File: src/rtl/lws_ram.sv
// Generic single-port-write, single-read synchronous RAM with registered read.
module lws_ram #(
  parameter int Width = 8,
  parameter int Depth = 16
) (
  input  logic                     clk,
  input  logic                     wr_en,
  input  logic [$clog2(Depth)-1:0] wr_addr,
  input  logic [Width-1:0]         wr_data,
  input  logic [$clog2(Depth)-1:0] rd_addr,
  output logic [Width-1:0]         rd_data
);
  logic [Width-1:0] mem [Depth];

  always_ff @(posedge clk) begin
    if (wr_en) begin
      mem[wr_addr] <= wr_data;
    end
    rd_data <= mem[rd_addr];
  end
endmodule

File: config.mk
export PLATFORM = sky130hd
export DESIGN_NAME = lws_ram
export DESIGN_NICKNAME = d
export VERILOG_FILES = /design/src/rtl/lws_ram.sv
export SDC_FILE = /design/constraint.sdc
export NUM_CORES = 1
export LEC_CHECK = 0
export BUFFER_PORTS_ARGS = -buffer_cell sky130_fd_sc_hd__buf_4
export CAP_MARGIN = 20
export CELL_PAD_IN_SITES_DETAIL_PLACEMENT = 2
export CELL_PAD_IN_SITES_GLOBAL_PLACEMENT = 2
export CORE_MARGIN = 1
export CORE_UTILIZATION = 40
export DETAILED_ROUTE_END_ITERATION = 6
export GPL_TIMING_DRIVEN = 0
export PLACE_DENSITY = 0.68
export SLEW_MARGIN = 20
export SYNTH_ARGS = -nofsm -noshare
export SYNTH_HDL_FRONTEND = slang
export SYNTH_SLANG_ARGS = --single-unit
File: constraint.sdc
create_clock -name clk -period 2.65 [get_ports clk]
set_clock_uncertainty 0.15 [all_clocks]
set_input_delay 0.795 -clock clk [delete_from_list [all_inputs] [get_ports clk]]
set_output_delay 0.795 -clock clk [all_outputs]
set_load 0.01 [all_outputs]
Word-level counts from Yosys, hierarchy flattened
Memories as Yosys holds them, arrays and structs flattened. A register that Yosys moved wholly into a read port is not among the register bits.
Index checks and enable logic that the tools add are counted.
{"block": "classes", "muxes": 2}
{"cell": "2-to-1 mux 1 bit", "count": 2}
{"block": "totals", "memories": 1, "in_bits": 18, "output_inout_bits": 8, "ramBits": 128, "register_bits": 0}
{"name": "mem", "words": 16, "word_bits": 8, "rd": 1, "rd_clocked_by_memory_dff": 1, "write_ports": 1, "line": "13", "text": "logic [Width-1:0] mem [Depth];"}

Logic depth before layout (Yosys ltp)
{"block": "logic_depth", "word_depth": 2, "ltp_mapped": 5, "depth_no_buf": 3}

Worst setup path before layout
No wires, ideal clock.
{"block": "synth_timing", "kind": "input port to flip-flop", "start": "in wr_addr[2]", "end": "mem mem[0][0] (enable)", "required_time_ns": 2.117, "slack_ns": 0.212, "t_arrival_ns": 1.905, "cell_stages": 2, "path_cell_list": "or3b_2 -> nor3_1"}
{"item": "start: declaration", "line": "8", "text": "input logic [$clog2(Depth)-1:0] wr_addr,"}
{"item": "end: declaration", "line": "13"}
Straight into the memory's write port.

Worst setup path after layout
{"block": "layout_timing", "start": "in wr_addr[2]", "end": "mem mem[2][1] (enable)"}
Straight into the memory's write port.

==> impl_summary.md <==
Run status
The run finished with clean final reports.

Clock network
Once the clock tree was built, the setup fixing pass inserted 0 buffers. The number of clock buffers inserted by TritonCTS is 17. The insertion delay of the later-clocked pin in the worst-skew pair is 0.42 ns. The tree is rooted in a sky130_fd_sc_hd__clkbuf_16. The tree built by TritonCTS fans out to 136 sinks. The clock passes through at most 2 buffers. The CTS tree is done. The H-tree was split into 4 levels. The post-cts hold buffer count is 0.

The number of instances resized during post-cts repair is 0. After clock tree synthesis, the clock-pin slew on the worst setup and hold paths is 0.06 ns.

Power and ir drop
The overall power consumption is 4.78 mW. The leakage power figure is 2.02 nW. The total power divided by cell area is 785 nW/µm².

VDD sags by at most 0.496 mV.

Floorplanning
For this configuration, the core starts out at a cell density of 0.410. In this run the standard cell core region covers 12,600 µm². The die width is 115 µm. The die area is 13,300 µm². The vertical extent of the die is 115 µm. 26 I/O pins were placed. The site row count is 41.

Finish
The number of diodes added for antenna fixing is 0. The final standard cell count with taps included and fillers excluded is 457. The final instance area is 6080 µm².

From synthesis to final layout, the design area changed by 18.2%. The share of layout cells above drive strength 1 is 0.288. For this run, the post-layout net count is 290.

Worst setup path
The delay of the slowest critical-path stage is 0.70 ns. The signal on the critical path passes through buf_4 -> or3b_2 -> nor2_1. The critical path's slowest cell is sky130_fd_sc_hd__nor2_1.

Across all register-to-register paths, the minimum setup slack is 1.04 ns. The worst setup path is of the primary input to flip-flop kind. The data arrival time at the worst-slack endpoint is 2.16 ns. The maximum fanout count along the critical path is 8. The critical path launch point type is a primary input.

STA classifies the critical path endpoint as a flip-flop. Data on the critical path is required at its endpoint by 2.54 ns.

Synth
The cell count after synthesis came out at 229. The post-synthesis register bit count is 136. Counting distinct cell types in the post-synthesis netlist gives 19.

The number of warnings reported in the yosys synthesis log is 0. For this run, the register share of the synthesized area comes to 0.778. A synthesized cell averages 22.5 µm². The net count of the mapped netlist is 247. The mapped netlist covers 5150 µm².

Global routing
In the global route stage, overall resource usage came out at 0.197. Entering global routing, the biggest net connects 17 pins. The initial antenna violation count was 0.

The via count of the first global-routing pass is 2,636. The first-pass GRT wire length is 17,200 µm. The global route total overflow is 0.

Placement
The number of cells in the design after placement is 425. The count of buffers added on input and output ports is 24. Timing analysis after detailed placement gives a worst setup slack of -0.0537 ns. After legalization and detailed placement, the total HPWL measured 7800 µm. After detailed placement, the total cell area comes to 5560 µm². The weighted congestion at the end of routability-driven global placement is 0.664.

STA
In this run the tightest slew margin relative to its limit is 0.411. The final number of max-transition violations came to 0. Setup repair after global routing left no endpoint under its margin. The worst path in the final design needs a cycle of 2.27 ns, including I/O delays and setup. The maximum achievable frequency is 440 MHz. The transition at the pin with the smallest max-transition slack is 0.881 ns.

Dividing the final minimum period by the clock period gives 0.857. The final setup slack of the worst path is 0.378 ns. The final setup violation count is 0.

The number of hold violations in the final report is 0.

Job
The number of max-capacitance violations reported is 0.

Route
The total via count after detailed routing is 2,411. The DRC violation count after routing is 0. The number of routed nets with antenna violations is 0.

The routed length per instance is 25.6 µm. The via count normalized by instance count is 5.28. After detailed routing, the total wire length is 11,700 µm. For this run, the detailed router's first-pass iteration total came to 6. In this run, the number of DRC markers left after iteration 0 of detailed routing was 149.

Min path
The path class of the tightest hold or removal check is flip-flop to flip-flop.
-- cell families (layout without fill, tap and decap cells) --
logic type | Yosys count | after routing | share of synthesized area
buf+inv | 10 | 66 | 0.0168
simple gates | 35 | 35 | 0.0318
flops | 136 | 136 | 0.778
mux | 32 | 32 | 0.150
compound gates | 16 | 16 | 0.0233
-- state kept, by name, summed over array words and instances, names as in the netlist --
name and flops:
mem 128, rd_data 8
-- cell usage in the layout (no fill, tap or decap), drive strengths merged --
| cell | synthesis | routed |
|---|---|---|
| nand3 | 1 | 1 |
| and2b | 1 | 1 |
| dfxtp | 8 | 8 |
| nor2 | 13 | 13 |
| buf | 7 | 31 |
| edfxtp | 128 | 128 |
| mux4 | 32 | 32 |
| nand2 | 9 | 9 |
| a22oi | 16 | 16 |
| clkinv | 0 | 9 |
| nor2b | 1 | 1 |
| clkbuf | 0 | 20 |
| clkinvlp | 0 | 2 |
| nand3b | 2 | 2 |
| nand2b | 2 | 2 |
| nor3 | 4 | 4 |
| or3b | 1 | 1 |
| clkdlybuf4s25 | 3 | 3 |
| bufinv | 0 | 1 |
| and2 | 1 | 1 |
-- worst paths after layout --
path                    endpoint                 from  cells after the start
min reg2reg   rd_data[2]$_DFF_P_  mem[9][2]$_DFFE_PP_                      3
max          mem[2][1]$_DFFE_PP_           wr_addr[2]                      3
max reg2reg   rd_data[0]$_DFF_P_  mem[5][0]$_DFFE_PP_                      3
min           rd_data[2]$_DFF_P_  mem[9][2]$_DFFE_PP_                      3
-- layout make-up --
class / instances / area (µm²)
Fill cell: 1132 / 6480
Sequential cell: 136 / 4000
Multi-Input combinational cell: 83 / 1080
Clock buffer: 20 / 437
Tap cell: 172 / 215
Timing Repair Buffer: 24 / 180
Buffer: 10 / 86.3
Clock inverter: 12 / 85.1
-- report_power, final --
part           leakage, nW  internal, mW  switching, mW  total [mW]
registers             1.22          2.41         0.0134        2.42
clock network        0.253          1.26          0.835        2.10
logic                0.539         0.110          0.149       0.259
total                 2.02          3.78          0.997        4.78
-- synthesized netlist by cell type (all sizes together) --
| master | n | share of area |
|---|---|---|
| a22oi | 16 | 0.023 |
| and2 | 1 | 0.0012 |
| and2b | 1 | 0.0015 |
| buf | 7 | 0.011 |
| clkdlybuf4s25 | 3 | 0.0058 |
| dfxtp | 8 | 0.031 |
| edfxtp | 128 | 0.75 |
| mux4 | 32 | 0.15 |
| nand2 | 9 | 0.0066 |
| nand2b | 2 | 0.0024 |
| nand3 | 1 | 0.00097 |
| nand3b | 2 | 0.0029 |
| nor2 | 13 | 0.0095 |
| nor2b | 1 | 0.0012 |
| nor3 | 4 | 0.0039 |
| or3b | 1 | 0.0017 |
-- per-layer routing --
metal / vias to the layer above / wire length, µm / track usage
met5: - / 0 / 0
met4: 0 / 214 / 0.0848
met3: 16 / 399 / 0.0476
met2: 55 / 5640 / 0.307
met1: 1280 / 5450 / 0.265
li1: 1060 / - / -
-- critical path: cells and delay by family --
family                 cells  cell delay, ns
and+or+nand+nor            2            1.24
buffers and inverters      1            0.12
-- per-stage QoR --
step / TNS [ns] / hold slack [ns] / utilization
6_report: 0 / 0.537 / 0.484
5_1_grt: 0 / 0.557 / 0.484
4_1_cts: 0 / 0.536 / 0.484
3_5_place_dp: -1.27 / 0.534 / 0.443
3_3_place_gp: -5.08 / 0.509 / 0.441
2_1_floorplan: 0 / 0.479 / -
No activity file was read; power rests on OpenSTA's default activity.
