[src/rtl/lws_pkg.sv]
// Shared constants and types for the latency window monitor.
package lws_pkg;
  localparam int NumTimers   = 16;
  localparam int WindowDepth = 64;
  localparam int StampBits   = 48;
  localparam int TidW  = (NumTimers > 1) ? $clog2(NumTimers) : 1;
  localparam int RidW  = $clog2(WindowDepth);
  localparam int CntW  = $clog2(WindowDepth + 1);
  localparam int SumW  = 32 + CntW;
  localparam int RingW = StampBits + 32;

  typedef enum logic [1:0] {
    REQ_START  = 2'd0,
    REQ_STOP   = 2'd1,
    REQ_ADD    = 2'd2,
    REQ_UPDATE = 2'd3
  } req_t;

  typedef enum logic [1:0] {
    ST_OK       = 2'd0,
    ST_RUNNING  = 2'd1,
    ST_NOTSTART = 2'd2,
    ST_OVER     = 2'd3
  } status_t;

  localparam logic CFG_THRESHOLD = 1'b0;
  localparam logic CFG_WINDOW    = 1'b1;
endpackage

[src/rtl/lws_div.sv]
// Restoring divider: sum by sample count, one quotient bit per cycle.
module lws_div
  import lws_pkg::*;
(
  input  logic              clk,
  input  logic              rst_n,
  input  logic              start,
  input  logic [SumW-1:0]   dividend,
  input  logic [CntW-1:0]   divisor,
  output logic              done,
  output logic [31:0]       quotient
);
  logic [SumW-1:0] q_r;
  logic [CntW:0]   rem_r;
  logic [CntW-1:0] den_r;
  logic [$clog2(SumW+1)-1:0] step_r;
  logic            busy_r;
  logic [CntW:0]   trial;

  assign trial    = {rem_r[CntW-1:0], q_r[SumW-1]};
  assign quotient = q_r[31:0];

  always_ff @(posedge clk) begin
    if (!rst_n) begin
      busy_r <= 1'b0;
      done   <= 1'b0;
      step_r <= '0;
    end else begin
      done <= 1'b0;
      if (start) begin
        busy_r <= 1'b1;
        step_r <= ($clog2(SumW+1))'(SumW);
      end else if (busy_r) begin
        step_r <= step_r - 1'b1;
        if (step_r == ($clog2(SumW+1))'(1)) begin
          busy_r <= 1'b0;
          done   <= 1'b1;
        end
      end
    end
  end

  always_ff @(posedge clk) begin
    if (start) begin
      q_r   <= dividend;
      rem_r <= '0;
      den_r <= divisor;
    end else if (busy_r) begin
      if (trial >= {1'b0, den_r}) begin
        rem_r <= trial - {1'b0, den_r};
        q_r   <= {q_r[SumW-2:0], 1'b1};
      end else begin
        rem_r <= trial;
        q_r   <= {q_r[SumW-2:0], 1'b0};
      end
    end
  end
endmodule

[config.mk]
export PLATFORM = sky130hd
export DESIGN_NAME = lws_div
export DESIGN_NICKNAME = d
export VERILOG_FILES = /design/src/rtl/lws_pkg.sv /design/src/rtl/lws_div.sv
export SDC_FILE = /design/constraint.sdc
export NUM_CORES = 1
export LEC_CHECK = 0
export ABC_CLOCK_PERIOD_IN_PS = 3000
export BUFFER_PORTS_ARGS = -buffer_cell sky130_fd_sc_hd__buf_2
export CELL_PAD_IN_SITES_DETAIL_PLACEMENT = 1
export CELL_PAD_IN_SITES_GLOBAL_PLACEMENT = 2
export CORE_ASPECT_RATIO = 1.25
export CORE_MARGIN = 2
export CORE_UTILIZATION = 35
export DETAILED_ROUTE_END_ITERATION = 10
export GPL_TIMING_DRIVEN = 0
export PLACE_DENSITY_LB_ADDON = 0.1
export SYNTH_ARGS = -nofsm -noshare
export SYNTH_HDL_FRONTEND = slang
export SYNTH_SLANG_ARGS = --single-unit
[constraint.sdc]
create_clock -name clk -period 3 [get_ports clk]
set_input_delay 0.15 -clock clk [delete_from_list [all_inputs] [get_ports clk]]
set_output_delay 0.15 -clock clk [all_outputs]
set_load 0.1 [all_outputs]
-- Yosys cells after proc, flatten, opt, wreduce, memory -nomap -nowiden
Cells that the tools add are included.
Widths: inputs -> output; s select.
- bits in registers: 61
- output and inout port bits: 33
- add/sub/neg operators: 2
- order comparisons: 1
- eq/ne operators: 1
- muxes and demuxes: 10
- bitwise gates (word level): 2
- reduce and logical (&&, ||, !) cells: 3
- operator list (kind ; number):
    $mux 39 ; 2
    $mux 6 ; 2
    $ge 8x7->1 ; 1
    $mux 7 ; 1
    $sub 7x7->7 ; 1
    $eq 6x1->1 const B ; 1
    $sub 6x1->6 const B ; 1
    $mux 1 ; 5
    $reduce_or 3->1 ; 1
    $not 1->1 ; 2
    $reduce_bool 2->1 ; 1
    $reduce_or 2->1 ; 1

-- Depth between registers and ports, before layout
- depth after elaboration: 4
- depth in mapped cells: 9
- depth with buffers taken out: 7

-- Worst setup path before layout
Ideal clock, no wire load.
- path kind: reg-to-reg
- from: reg q_r[38]
- to: reg rem_r[0]
- data arrival time: 2037 ps
- slack: 875 ps
- stages on the path, launching flop included: 10
- cells stage by stage: edfxtp_1 > inv_1 > ha_1 > fa_1 > nand2b_1 > a211o_1 > buf_6 > and3_1 > buf_6 > a311oi_2
- word-level cells in the longest chain between the ends: 2
- elaborated cells between the ends (all ways): 3
- those cells by class: 1 x add/sub; 1 x order compare; 1 x mux
- ends and longest elaborated chain (item ; RTL line ; text):
    from (decl) ; lws_div.sv:13 ; logic [SumW-1:0] q_r;
    from (signal assigned) ; lws_div.sv:45 ; q_r <= dividend;
    from (signal assigned) ; lws_div.sv:51 ; q_r <= {q_r[SumW-2:0], 1'b1};
    from (signal assigned) ; lws_div.sv:54 ; q_r <= {q_r[SumW-2:0], 1'b0};
    $sub 7x7->7 / $ge 8x7->1 (equally long branches) ; lws_div.sv:50, lws_div.sv:49 ;
    $mux 7 * ; lws_div.sv:49 ; if (trial >= {1'b0, den_r}) begin
    to (signal assigned) ; lws_div.sv:50 ; rem_r <= trial - {1'b0, den_r};
    to (signal assigned) ; lws_div.sv:53 ; rem_r <= trial;
    to (decl) ; lws_div.sv:14 ; logic [CntW:0] rem_r;
Mark *: on every way between the ends. The rest lies on a longest branch, timed or not.
A chain may end at the register's enable or synchronous reset.

-- Worst setup path after layout
- from: reg busy_r
- to: reg q_r[6], enable pin
- word-level cells in the longest chain between the ends: 1
- ends and longest elaborated chain (item ; RTL line ; text):
    from (decl) ; lws_div.sv:17 ; logic busy_r;
    from (signal assigned) ; lws_div.sv:25 ; busy_r <= 1'b0;
    from (signal assigned) ; lws_div.sv:31 ; busy_r <= 1'b1;
    from (signal assigned) ; lws_div.sv:36 ; busy_r <= 1'b0;
    $reduce_bool 2->1 (no line) ; - ;
No other way between the ends.

==> metrics.md <==
| Metric | Value |
|---|---|
| Maximum clock frequency | `0.402 GHz` |
| Run status | `completed` |
| RSZ-0062 raised after global routing | `no` |
| Slew headroom | `36.3%` |
| Final Cycle Share | `83.0%` |
| First-pass GRT wire length | `11900 um` |
| DRT Wirelength | `7190 um` |
| Skew-Pair Late Insertion Delay | `0.33 ns` |
| GRT Overall Usage | `15.2%` |
| Final hold violations | `0` |
| Maximum fanout along the worst path | `39` |
| Clk sinks | `61` |
| Rows | `39` |
| Synth Flop Type | `edfxtp_1` |
| Slew Viols, Final | `0` |
| Worst Path Arrival | `2.43 ns` |
| Peak VDD IR | `0.314 mV` |
| Antenna violations before repair | `0` |
| CTS tree | `done` |
| Tightest Pin Transition | `0.955 ns` |
| Largest net degree at the start of global routing | `40` |
| Place WS | `0.233 ns` |
| PostCTS Resize Cnt | `0` |
| Area of the multi-input gates | `0.00122 mm^2` |
| CP required | `2.94 ns` |
| Die Height | `112 um` |
| Detail Route Antenna Nets | `0` |
| Number of global-route vias before repair | `2487` |
| Synth top area share | `42.3%` |
| Pre-antenna DRT Iters | `4` |
| Warning count from the yosys run | `0` |
| Initial Util | `35.7%` |
| Area contributors post-synth | `edfxtp_1, mux2_2, dfxtp_1` |
| Flop-to-flop setup slack | `0.51 ns` |
| CTS Root Cell | `clkbuf_16` |
| LEAKAGE | `1.73 nW` |
| Final setup TNS | `0 ns` |
| Non-filler cells, final | `491` |
| # DRC | `0` |
| Post-synth EDFFs | `46` |
| Final setup viols | `0` |
| H-tree level count | `3` |
| Tmin final | `2.49 ns` |
| Sequential-to-total area share from yosys stat | `51.6%` |
| Power per standard cell area | `664 mW/mm^2` |
| Net Count, Synth | `323` |
| Total Die Area | `0.0101 mm^2` |
| Synth async-reset ratio | `0%` |
| Area delta synth->final | `28.0%` |
| # port buffers | `81` |
| DP Wirelength | `5300 um` |
| Final nets | `422` |
| Clk_skew | `0.00830 ns` |
| Most frequent cells after synthesis | `edfxtp_1, mux2_2, buf_4, dfxtp_1, inv_1` |
| # fillers | `1005` |
| Placed cells | `468` |
| MaxCap Viol Count | `0` |
| Type of origin of the critical path | `flop` |
| Routability cong. | `0.709` |
| Hold Crit Class | `input pin to flop` |
| Register bit total from synthesis | `61` |
| Worst Path Class, Setup | `flop to flop` |
| Clock-pin slew on the worst setup and hold paths | `0.05 ns` |
| Fin worst setup slack | `0.511 ns` |
| Core area | `0.00913 mm^2` |
| Power Total | `2.77 mW` |
| Grt ovf | `0` |
| I/O pin count | `82` |
| Synth cell types | `50` |
| Register area | `0.00168 mm^2` |
| Max Buffers Root-to-Sink | `2` |
| Syn Area/Cell | `12.4 um^2` |
| Share of layout cells above drive strength 1 | `48.1%` |
| Synthesized area | `0.00326 mm^2` |
| Post-CTS Setup Repair Bufs | `0` |
| Die width | `90.3 um` |
| Diodes inserted | `0` |
| Cells after synthesis | `264` |
| Critical Path Sink Type | `flop` |
| Final hold slack | `0.117 ns` |
| Vias | `2308` |
| 1st-iter DRT viols | `45` |
| Routed vias/inst | `4.70` |
| Post-DR wirelength/cell | `14.6 um` |
| Most common cell in the netlist | `edfxtp_1` |
| CTS buffer count | `9` |
| Post-synth top area cell | `edfxtp_1` |
-- worst max-delay path, stage by stage (launching register included) --
cell and delay (ns):
dfxtp_1 0.36, buf_1 0.41, buf_1 0.47, or2_2 0.85
-- per-stage QoR --
stage	util [%]	instance area, um^2
after detailed placement	41.9	3820
after floorplan	-	3260
after global routing	45.7	4170
after global placement	41.9	3820
after CTS	45.7	4170
final	45.7	4170
-- power by group --
| group | switching, mW | total [mW] | internal (mW) |
|---|---|---|---|
| Clock | 0.357 | 0.989 | 0.632 |
| Combinational | 0.508 | 0.734 | 0.225 |
| Sequential | 0.0426 | 1.05 | 1.01 |
| Total | 0.908 | 2.77 | 1.86 |
-- layout make-up --
| type | count | area share, % |
|---|---|---|
| inverters | 14 | 1.26 |
| plain buffers | 45 | 7.34 |
| multi-input cells | 144 | 29.3 |
| well taps | 123 | 3.69 |
| clock inverters | 6 | 1.29 |
| flip-flops and latches | 61 | 40.3 |
| repair buffers | 88 | 11.4 |
| clock buffers | 10 | 5.49 |
-- cells in the final DEF (no fill, tap or decap), types with 3 or more instances in the layout --
| cell type | n |
|---|---|
| nor2_1 | 13 |
| a21oi_1 | 3 |
| clkbuf_16 | 9 |
| clkinv_1 | 3 |
| xnor2_1 | 7 |
| nor3b_1 | 5 |
| buf_2 | 83 |
| nand2b_1 | 6 |
| a21o_1 | 3 |
| buf_1 | 5 |
| ha_1 | 9 |
| nand2_1 | 11 |
| clkbuf_1 | 5 |
| mux2_2 | 38 |
| edfxtp_1 | 46 |
| o21a_1 | 4 |
| buf_4 | 32 |
| inv_1 | 14 |
| dfxtp_1 | 15 |
| nor3_1 | 3 |
| a41oi_1 | 4 |
| dlygate4sd3_1 | 7 |
-- what timing repair did --
action / 4_1_cts / 5_1_grt
endpoints found under the hold margin: 7 / 0
endpoints found under the setup margin: 0 / 0
hold buffers: 7 / 0
-- sequential cells by signal, indices dropped and copies added, names as in the netlist --
register  flops
rem_r         7
step_r        6
q_r          39
done          1
busy_r        1
den_r         7
-- per-layer routing --
layer / up-vias / wire [um] / GRT usage [%] / share of wire (%)
met2: 50 / 3730 / 26.9 / 52
met3: 13 / 466 / 5.21 / 6.5
li1: 1122 / - / - / -
met5: - / 0 / 0 / 0
met1: 1123 / 2860 / 16.5 / 40
met4: 0 / 131 / 6.46 / 1.8
-- kinds of logic after synthesis --
kind of cell             count (synthesis)  synth area share [%]
AO/OA/AOI/OAI                           34                  8.94
flip-flops                              61                  51.6
adder cells (fa/ha/maj)                 10                  4.07
AND/OR/NAND/NOR                         53                  8.86
XOR/XNOR                                 8                  2.15
buffers and inverters                   59                  11.0
multiplexers                            39                  13.4
-- path summary, 6_finish.rpt --
path | startpoint | to | depth (start not counted)
max | busy_r$_SDFF_PN0_ | q_r[6]$_DFFE_PP_ | 3
min | rst_n | step_r[0]$_SDFFE_PN0P_ | 2
max reg2reg | busy_r$_SDFF_PN0_ | q_r[6]$_DFFE_PP_ | 3
min reg2reg | rem_r[1]$_SDFFE_PP0P_ | rem_r[2]$_SDFFE_PP0P_ | 2
(Power assumes the default switching activity.)
